### src/sv/rta_pkg.sv
// shared types and constants for the region table address translator
`timescale 1ns / 1ps

package rta_pkg;

  localparam int MAX_REGIONS = 16;
  localparam int CNT_W       = $clog2(MAX_REGIONS + 1);
  localparam int ADDR_W      = 32;

  // request kinds
  localparam logic [1:0] REQ_CLEAR     = 2'd0;
  localparam logic [1:0] REQ_BIND      = 2'd1;
  localparam logic [1:0] REQ_TRANSLATE = 2'd2;
  localparam logic [1:0] REQ_RESERVED  = 2'd3;

  // result status codes
  localparam logic [1:0] STATUS_OK          = 2'd0;
  localparam logic [1:0] STATUS_BIND_REJECT = 2'd1;
  localparam logic [1:0] STATUS_BAD_REQ     = 2'd2;
  localparam logic [1:0] STATUS_UNMAPPED    = 2'd3;

  // sticky error codes
  localparam logic [1:0] ERR_NONE     = 2'd0;
  localparam logic [1:0] ERR_BAD_REQ  = 2'd1;
  localparam logic [1:0] ERR_UNMAPPED = 2'd2;

  // lookup token passed from cell to cell
  typedef struct packed {
    logic              valid;
    logic              found;
    logic [ADDR_W-1:0] src;
  } rta_tok_t;

  // region as held by one cell: end is start plus length, delta is native minus start
  typedef struct packed {
    logic [ADDR_W-1:0] start;
    logic [ADDR_W-1:0] rend;
    logic [ADDR_W-1:0] delta;
  } rta_region_t;

endpackage

### src/sv/rta_cell.sv
// one table cell: holds a region and checks the passing lookup token against it
`timescale 1ns / 1ps

module rta_cell (
  input  logic                      clk,
  input  logic                      rst,
  input  logic [rta_pkg::CNT_W-1:0] index,
  input  logic [rta_pkg::CNT_W-1:0] used,
  input  logic                      wr_en,
  input  rta_pkg::rta_region_t      wr_region,
  input  logic [rta_pkg::ADDR_W-1:0] addr,
  input  logic [rta_pkg::ADDR_W:0]  req_end,
  input  rta_pkg::rta_tok_t         tok_in,
  output rta_pkg::rta_tok_t         tok_out
);
  import rta_pkg::*;

  rta_region_t region;
  logic        hit;

  always_ff @(posedge clk) begin
    if (wr_en) begin
      region <= wr_region;
    end
  end

  // first hit wins; later cells only forward
  assign hit = tok_in.valid && !tok_in.found && (index < used) &&
               (addr >= region.start) && (req_end <= {1'b0, region.rend});

  always_ff @(posedge clk) begin
    if (rst) begin
      tok_out.valid <= 1'b0;
      tok_out.found <= 1'b0;
    end else begin
      tok_out.valid <= tok_in.valid;
      tok_out.found <= tok_in.found | hit;
    end
    tok_out.src <= hit ? (addr + region.delta) : tok_in.src;
  end

endmodule

### src/sv/region_table_address_translator_top.sv
// top level of the region table address translator: request decode, cell chain, result word
`timescale 1ns / 1ps

// Region table address translator. Input words carry a request kind in
// s_tuser (clear, bind, translate; the fourth code is ignored and answered
// with status ok). Every request gives exactly one result word. The table is
// a chain of MAX_REGIONS cells, one region per cell, filled in bind order.
// Clear, bind, a bad translate (null target or zero size) and the ignored
// kind are answered in the cycle after acceptance. A well-formed translate
// sends a lookup token down the cell chain, one cell per cycle, and its
// result is registered once the token leaves the last cell; the walk length
// is set by the chain depth, not by the number of bound regions. One
// request is in flight at a time: s_tready is high only while no lookup is
// walking and the result register is empty or being read.
// No clearing pass after reset; the region count alone gates the cells.

module region_table_address_translator_top (
  input  logic         clk,
  input  logic         rst,
  // input word
  input  logic         s_tvalid,
  output logic         s_tready,
  input  logic [127:0] s_tdata,  // canon_address, byte_length, native_base, target_address
  input  logic [1:0]   s_tuser,  // req_type
  // result word
  output logic         m_tvalid,
  input  logic         m_tready,
  output logic [103:0] m_tdata,  // native_source, dest_out, copy_length, last_error, zero pad
  output logic [1:0]   m_tuser   // status
);
  import rta_pkg::*;

  localparam logic ST_IDLE = 1'b0;
  localparam logic ST_WALK = 1'b1;

  // control state
  logic             state;
  logic [CNT_W-1:0] used;
  logic [1:0]       error_code;
  logic             walk_start;

  // held translate request
  logic [ADDR_W-1:0] req_addr;
  logic [ADDR_W-1:0] req_size;
  logic [ADDR_W-1:0] req_target;
  logic [ADDR_W:0]   req_end;

  // result register
  logic [1:0]        res_status;
  logic [ADDR_W-1:0] res_src;
  logic [ADDR_W-1:0] res_dst;
  logic [ADDR_W-1:0] res_len;
  logic [1:0]        res_err;

  // input fields
  logic [1:0]        req_type;
  logic [ADDR_W-1:0] canon_address;
  logic [ADDR_W-1:0] byte_length;
  logic [ADDR_W-1:0] native_base;
  logic [ADDR_W-1:0] target_address;

  logic accept;
  logic imm_load;
  logic walk_go;
  logic bind_go;
  logic clr_go;
  logic walk_done;
  logic [1:0] imm_status;
  logic [1:0] imm_err;

  rta_region_t new_region;
  rta_tok_t    tok [0:MAX_REGIONS];

  assign req_type       = s_tuser;
  assign canon_address  = s_tdata[31:0];
  assign byte_length    = s_tdata[63:32];
  assign native_base    = s_tdata[95:64];
  assign target_address = s_tdata[127:96];

  assign s_tready  = (state == ST_IDLE) && !walk_start && (!m_tvalid || m_tready);
  assign accept    = s_tvalid && s_tready;
  assign walk_done = tok[MAX_REGIONS].valid;

  // region as stored: end and native offset precomputed at bind time
  assign new_region.start = canon_address;
  assign new_region.rend  = canon_address + byte_length;
  assign new_region.delta = native_base - canon_address;

  // request decode for the accepted word
  always_comb begin
    imm_load   = 1'b0;
    walk_go    = 1'b0;
    bind_go    = 1'b0;
    clr_go     = 1'b0;
    imm_status = STATUS_OK;
    imm_err    = error_code;
    if (accept) begin
      unique case (req_type)
        REQ_CLEAR: begin
          imm_load = 1'b1;
          clr_go   = 1'b1;
          imm_err  = ERR_NONE;
        end
        REQ_BIND: begin
          imm_load = 1'b1;
          // reject null native, empty region, full table or wrapping end
          if ((native_base == '0) || (byte_length == '0) ||
              (used >= CNT_W'(MAX_REGIONS)) || (canon_address > ~byte_length)) begin
            imm_status = STATUS_BIND_REJECT;
          end else begin
            bind_go = 1'b1;
          end
        end
        REQ_TRANSLATE: begin
          if ((target_address == '0) || (byte_length == '0)) begin
            imm_load   = 1'b1;
            imm_status = STATUS_BAD_REQ;
            imm_err    = ERR_BAD_REQ;
          end else begin
            walk_go = 1'b1;
          end
        end
        default: begin
          imm_load = 1'b1;  // reserved kind: no state change
        end
      endcase
    end
  end

  // sequencer and table count
  always_ff @(posedge clk) begin
    if (rst) begin
      state      <= ST_IDLE;
      used       <= '0;
      error_code <= ERR_NONE;
      walk_start <= 1'b0;
    end else begin
      walk_start <= walk_go;
      if (clr_go) begin
        used <= '0;
      end else if (bind_go) begin
        used <= used + CNT_W'(1);
      end
      if (imm_load) begin
        error_code <= imm_err;
      end else if (walk_done) begin
        error_code <= tok[MAX_REGIONS].found ? ERR_NONE : ERR_UNMAPPED;
      end
      unique case (state)
        ST_IDLE: begin
          if (walk_go) begin
            state <= ST_WALK;
          end
        end
        ST_WALK: begin
          if (walk_done) begin
            state <= ST_IDLE;
          end
        end
        default: begin
          state <= ST_IDLE;
        end
      endcase
    end
  end

  // hold the translate request while the token walks the chain
  always_ff @(posedge clk) begin
    if (walk_go) begin
      req_addr   <= canon_address;
      req_size   <= byte_length;
      req_target <= target_address;
      req_end    <= {1'b0, canon_address} + {1'b0, byte_length};
    end
  end

  // token enters the first cell as soon as the request is held, in the cycle after acceptance
  assign tok[0] = {walk_start, 1'b0, {ADDR_W{1'b0}}};

  // cell chain, one region per cell in bind order
  genvar gi;
  generate
    for (gi = 0; gi < MAX_REGIONS; gi++) begin : g_cell
      logic cell_wr;
      assign cell_wr = bind_go && (used == CNT_W'(gi));
      rta_cell u_cell (
        .clk       (clk),
        .rst       (rst),
        .index     (CNT_W'(gi)),
        .used      (used),
        .wr_en     (cell_wr),
        .wr_region (new_region),
        .addr      (req_addr),
        .req_end   (req_end),
        .tok_in    (tok[gi]),
        .tok_out   (tok[gi+1])
      );
    end
  endgenerate

  // result register
  always_ff @(posedge clk) begin
    if (rst) begin
      m_tvalid <= 1'b0;
    end else begin
      if (imm_load || walk_done) begin
        m_tvalid <= 1'b1;
      end else if (m_tvalid && m_tready) begin
        m_tvalid <= 1'b0;
      end
    end
    if (imm_load) begin
      res_status <= imm_status;
      res_src    <= '0;
      res_dst    <= '0;
      res_len    <= '0;
      res_err    <= imm_err;
    end else if (walk_done) begin
      if (tok[MAX_REGIONS].found) begin
        res_status <= STATUS_OK;
        res_src    <= tok[MAX_REGIONS].src;
        res_dst    <= req_target;
        res_len    <= req_size;
        res_err    <= ERR_NONE;
      end else begin
        res_status <= STATUS_UNMAPPED;
        res_src    <= '0;
        res_dst    <= '0;
        res_len    <= '0;
        res_err    <= ERR_UNMAPPED;
      end
    end
  end

  assign m_tdata = {6'b0, res_err, res_len, res_dst, res_src};
  assign m_tuser = res_status;

endmodule
### config.mk
export PLATFORM = sky130hd
export DESIGN_NAME = region_table_address_translator_top
export DESIGN_NICKNAME = d
export VERILOG_FILES = /design/src/sv/rta_pkg.sv /design/src/sv/rta_cell.sv /design/src/sv/region_table_address_translator_top.sv
export SDC_FILE = /design/constraint.sdc
export NUM_CORES = 2
export LEC_CHECK = 0
export BUFFER_PORTS_ARGS = -buffer_cell sky130_fd_sc_hd__buf_2
export CAP_MARGIN = 20
export CORE_MARGIN = 1.5
export CORE_UTILIZATION = 55
export DETAILED_ROUTE_END_ITERATION = 6
export GPL_TIMING_DRIVEN = 0
export PLACE_DENSITY = 0.7
export SLEW_MARGIN = 20
export SYNTH_ARGS = -nofsm -noshare
export SYNTH_HDL_FRONTEND = slang
export SYNTH_HIERARCHICAL = 1
export SYNTH_SLANG_ARGS = --single-unit
### constraint.sdc
create_clock -name clk -period 30.4 [get_ports clk]
set_input_delay 7.6 -clock clk [delete_from_list [all_inputs] [get_ports clk]]
set_output_delay 7.6 -clock clk [all_outputs]
set_load 0.02 [all_outputs]
Word level (Yosys, flattened, before mapping)
Index checks and enable logic that the tools add are counted.
Storage, ports and cells
  output and inout bits: 108
  register bits: 2319
  input port bits: 134
  word-level logic and storage cells: 375
Cells by class
  equality and inequality tests: 17
  mux-type cells: 47
  reduce and logical (&&, ||, !) cells: 114
  bitwise operators: 17
  magnitude comparators: 50
  add/subtract/negate cells: 20
Operators by type and width (count)
  $mux 32: 18
  $add 32x32->32: 17
  $le 33x32->1: 16
  $ge 32x32->1: 16
  $logic_not 32->1: 3
  $logic_and 1x1->1: 83
  $eq 5x4->1 const B: 8
  $lt 4x5->1 const A: 8
  $add 32x32->33: 1
  $gt 32x32->1: 1
  $not 32->32: 1
  $sub 32x32->32: 1
  $eq 5x3->1 const B: 4
  $lt 3x5->1 const A: 4
  $mux 2: 10
  $logic_not 1->1: 17
  $mux 1: 16
  $or 1x1->1: 15
  $eq 5x2->1 const B: 2
  $lt 1x5->1 const A: 2
  $lt 2x5->1 const A: 2
  $pmux 2 s2: 2
  $logic_or 1x1->1: 6
  $add 5x1->5 const B: 1
  other kinds (10): 11

Longest topological paths before layout
  depth in word-level cells: 8
  depth in mapped cells: 12
  mapped depth without buffers: 12

By module
The synthesis kept the hierarchy.
Modules (own cells, without submodules)
  rta_cell at g_cell[10].u_cell ...: cells an instance 635, area an instance 7253.2 um2, instances 10
  rta_cell at g_cell[0].u_cell ...: cells an instance 629, area an instance 7297.0 um2, instances 4
  region_table_address_translator_top: cells an instance 962, area an instance 11113.2 um2, instances 1
  rta_cell at g_cell[9].u_cell: cells an instance 661, area an instance 7532.2 um2, instances 1
  rta_cell at g_cell[12].u_cell: cells an instance 658, area an instance 7392.1 um2, instances 1

Least setup slack after synthesis
OpenSTA, ideal clock, no wires.
  path kind: in2reg
  from: input port m_tready
  to: register req_addr[0], enable pin
  setup time: 777 ps
  setup slack: 12330 ps
  required time: 29623 ps
  path buffers: 0
  arrival time: 17292 ps
  stages on the path: 4
  path through: nor2b_1 -> nor3_1 -> nand2_1 -> nor3_1
On the way
  word-level cells in the longest chain between the ends: 4
Ends and longest elaborated chain
  start, declared: line region_table_address_translator_top.sv:27  | input logic m_tready,
  $logic_or 1x1->1: line region_table_address_translator_top.sv:80  | assign s_tready = (state == ST_IDLE) && !walk_start && (!m_tvalid || m_tready);
  $logic_and 1x1->1: line region_table_address_translator_top.sv:80
  net s_tready: line region_table_address_translator_top.sv:22  | output logic s_tready,
  $logic_and 1x1->1: line region_table_address_translator_top.sv:81  | assign accept = s_tvalid && s_tready;
  $mux 1: line region_table_address_translator_top.sv:97  | if (accept) begin
  net walk_go: line region_table_address_translator_top.sv:64  | logic walk_go;
  end signal, assigned: line region_table_address_translator_top.sv:170  | req_addr <= canon_address;
  end, declared: line region_table_address_translator_top.sv:43  | logic [ADDR_W-1:0] req_addr;
The timed path passes the listed nets, and every way through them passes these cells.
A chain may end at the register's enable or synchronous reset.

Worst setup path after layout
  from: input port m_tready
  to: output port s_tready
On the way
  word-level cells in the longest chain between the ends: 2
Ends and longest elaborated chain (line)
  $logic_or 1x1->1: region_table_address_translator_top.sv:80
  $logic_and 1x1->1: region_table_address_translator_top.sv:80
  end, declared: region_table_address_translator_top.sv:22
No other way between the ends.

==> qor.txt <==
Number of global-route vias before repair = 91792
CTS tree = done
Leak = 61.72 nW
FMAX = 63.25 MHz
DR pass1 iterations = 6
Setup Buffers After CTS = 0
DR vias = 93973
Hold Fails Final Rpt = 0
Final min period = 15.81 ns
Critical Path Source Type = primary input
Post-route antenna net violation count = 0
Final setup TNS = 0 ns
Fin crit share = 0.5201
CTS buffer count = 239
Width of the die = 485.0 µm
Worst min path class = flip-flop to flip-flop
WL per Instance = 24.89 µm
Distinct cells, synth = 103
Relative slew slack = 0.1707
Vias/cell = 6.163
Nets = 13807
Pre-CTS setup slack = 14.61 ns
CTS root buf = clkbuf_16
Syn avg cell area = 11.46 µm²
Ys async rst share = 0
Dpl hpwl = 283500 µm
Remaining Overflow, GRT = 0
Drt drc = 0
Hold buffers post-CTS = 0
Worst slew pin tran = 1.233 ns
Max-cap violations = 0
Core Box Area = 230600 µm²
Later-pin clock latency in the skew report = 0.90 ns
Overall global routing resource usage = 0.3168
Largest net degree at the start of global routing = 54
Synthesized cell area = 127800 µm²
Share of post-route cells with drive strength above 1 = 0.1197
Leading area contributor after synthesis = edfxtp_1
Die Y = 485.0 µm
Input/output buffers = 235
H-tree depth = 4
Initial DRC Count = 9161
Final number of setup-violating endpoints = 0
Area Growth Syn to Fin = 14.35%
YS warnings = 6
Max Buffers Root-to-Sink = 3
Cells after Synth = 11147
Flop and latch count out of synthesis = 2319
FP Rows = 176
Top-count cell post-synth = edfxtp_1
Most frequent cells after synthesis = 1669 x edfxtp_1, 1656 x ha_1, 1331 x inv_1, 982 x a21oi_1, 650 x dfxtp_1
Data arrival, critical path = 8.21 ns
Primary FF master, synth = edfxtp_1
Max rail drop VDD = 0.05691 mV
Clock Skew = 0.05893 ns
CTS sink count = 2319
RSZ-0062 raised after global routing = no
Fin. max-slew vios = 0
Initial antenna violation count = 17
EDFF count, synth = 1669
Io pins = 242
Power Total = 7.308 mW
Yosys top cell area share = 0.3923
Setup crit end kind = primary output
Area contributors post-synth = edfxtp_1 39%, ha_1 16%, dfxtp_1 10%
Initial Util = 0.5541
Outcome = completed
Worst Setup Path Type = primary input to primary output
Post-route setup slack = 14.59 ns
Worst-path maximum fanout = 3
Req. time, crit path = 22.80 ns
Clock-pin slew on the worst setup and hold paths = 0.06 ns
Area of the die = 235200 µm²
Final wirelength = 379500 µm
Seq/Total Area, Yosys = 0.4941
PwrDens = 50.02 nW/µm²
First-pass GRT wire length = 559400 µm
Routability congestion estimate = 0.9422
Post-cts resize count = 0
## path summary, 6_finish.rpt
path	slack, ns	end	cells past startpoint	from
worst max-delay path	14.59	s_tready	4	m_tready
worst min-delay path	0.43	g_cell[7].u_cell/tok_out[11]	1	g_cell[6].u_cell/tok_out[11]
worst min register to register	0.43	g_cell[7].u_cell/tok_out[11]	1	g_cell[6].u_cell/tok_out[11]
worst max register to register	25.09	g_cell[7].u_cell/tok_out[28]	12	req_addr[30]
## cells by family (layout without fill, tap and decap cells)
kind of cell / Yosys count / in the layout / synth area share
DFF: 2319 / 2319 / 0.4941
and+or+nand+nor: 2045 / 2045 / 0.08218
buffers and inverters: 1475 / 2427 / 0.04623
AOI/OAI and AO/OA: 2651 / 2651 / 0.1351
other: 2 / 126 / 0.00005878
muxes: 459 / 459 / 0.04150
xor gates and xnor gates: 522 / 522 / 0.03579
adders and majority gates: 1674 / 1674 / 0.1650
## layout make-up
| type | instances | area (µm²) |
|---|---|---|
| Tap cell | 3026 | 3786 |
| Buffer | 144 | 912.1 |
| Timing Repair Buffer | 493 | 5341 |
| Fill cell | 17430 | 84470 |
| Clock inverter | 111 | 1129 |
| Sequential cell | 2319 | 63130 |
| Inverter | 1331 | 4996 |
| Clock buffer | 348 | 6872 |
| Antenna cell | 6 | 15.01 |
| Multi-Input combinational cell | 7471 | 59910 |
## registers in the layout, indices dropped and copies added, names as in the netlist, 2 cells and up
signal                 cells
res_err                    2
used                       5
res_dst                   32
g_cell.u_cell/region    1536
req_target                32
req_end                   33
g_cell.u_cell/tok_out    544
m_tuser                    2
res_src                   32
error_code                 2
req_addr                  32
req_size                  32
res_len                   32
## routing by layer
metal,vias up,wire (µm),GRT usage
li1,42844,-,-
met4,4,20110,0.1507
met3,1096,35530,0.06388
met5,-,24,0
met2,4365,174600,0.5176
met1,45664,149300,0.4028
## layout by cell type (no fill, tap or decap), types with 75 or more instances in the layout
cell type	instances
edfxtp_1	1669
ha_1	1656
inv_1	1329
a21oi_1	980
dfxtp_1	650
nand2_1	508
nor2_1	383
o21ai_0	372
a21o_1	346
xnor2_1	319
nand4_1	265
mux2_2	261
buf_2	255
clkbuf_16	248
nand3_1	222
xor2_1	149
mux2_1	140
clkbuf_1	138
nor2b_1	131
conb_1	120
nor3_1	107
a211oi_1	107
buf_8	104
buf_6	98
a22o_1	96
o21bai_1	89
a31oi_1	77
nor4_1	75
## worst max-delay path: stages
cell     delay [ns]
buf_2          0.09
nor2b_1        0.05
nor3_1         0.23
buf_2          0.24
## where the power goes
part | total (mW) | switching [mW] | internal [mW] | leakage [nW]
combinational | 0.791 | 0.517 | 0.274 | 37.3
clock | 2.96 | 1.27 | 1.70 | 3.93
sequential | 3.55 | 0.0416 | 3.51 | 20.5
## through the flow
stage / cell area (µm²) / hold slack (ns) / instances / util
2_1_floorplan: 128200 / 0.4081 / 11265 / -
6_report: 146100 / 0.4341 / 15249 / 0.6336
5_1_grt: 146100 / 0.4374 / 15245 / 0.6336
3_5_place_dp: 138100 / 0.4231 / 14784 / 0.5989
4_1_cts: 146100 / 0.4366 / 15243 / 0.6336
3_3_place_gp: 133200 / 0.4236 / 14526 / 0.5776
Power figures use the tool's default switching activity.
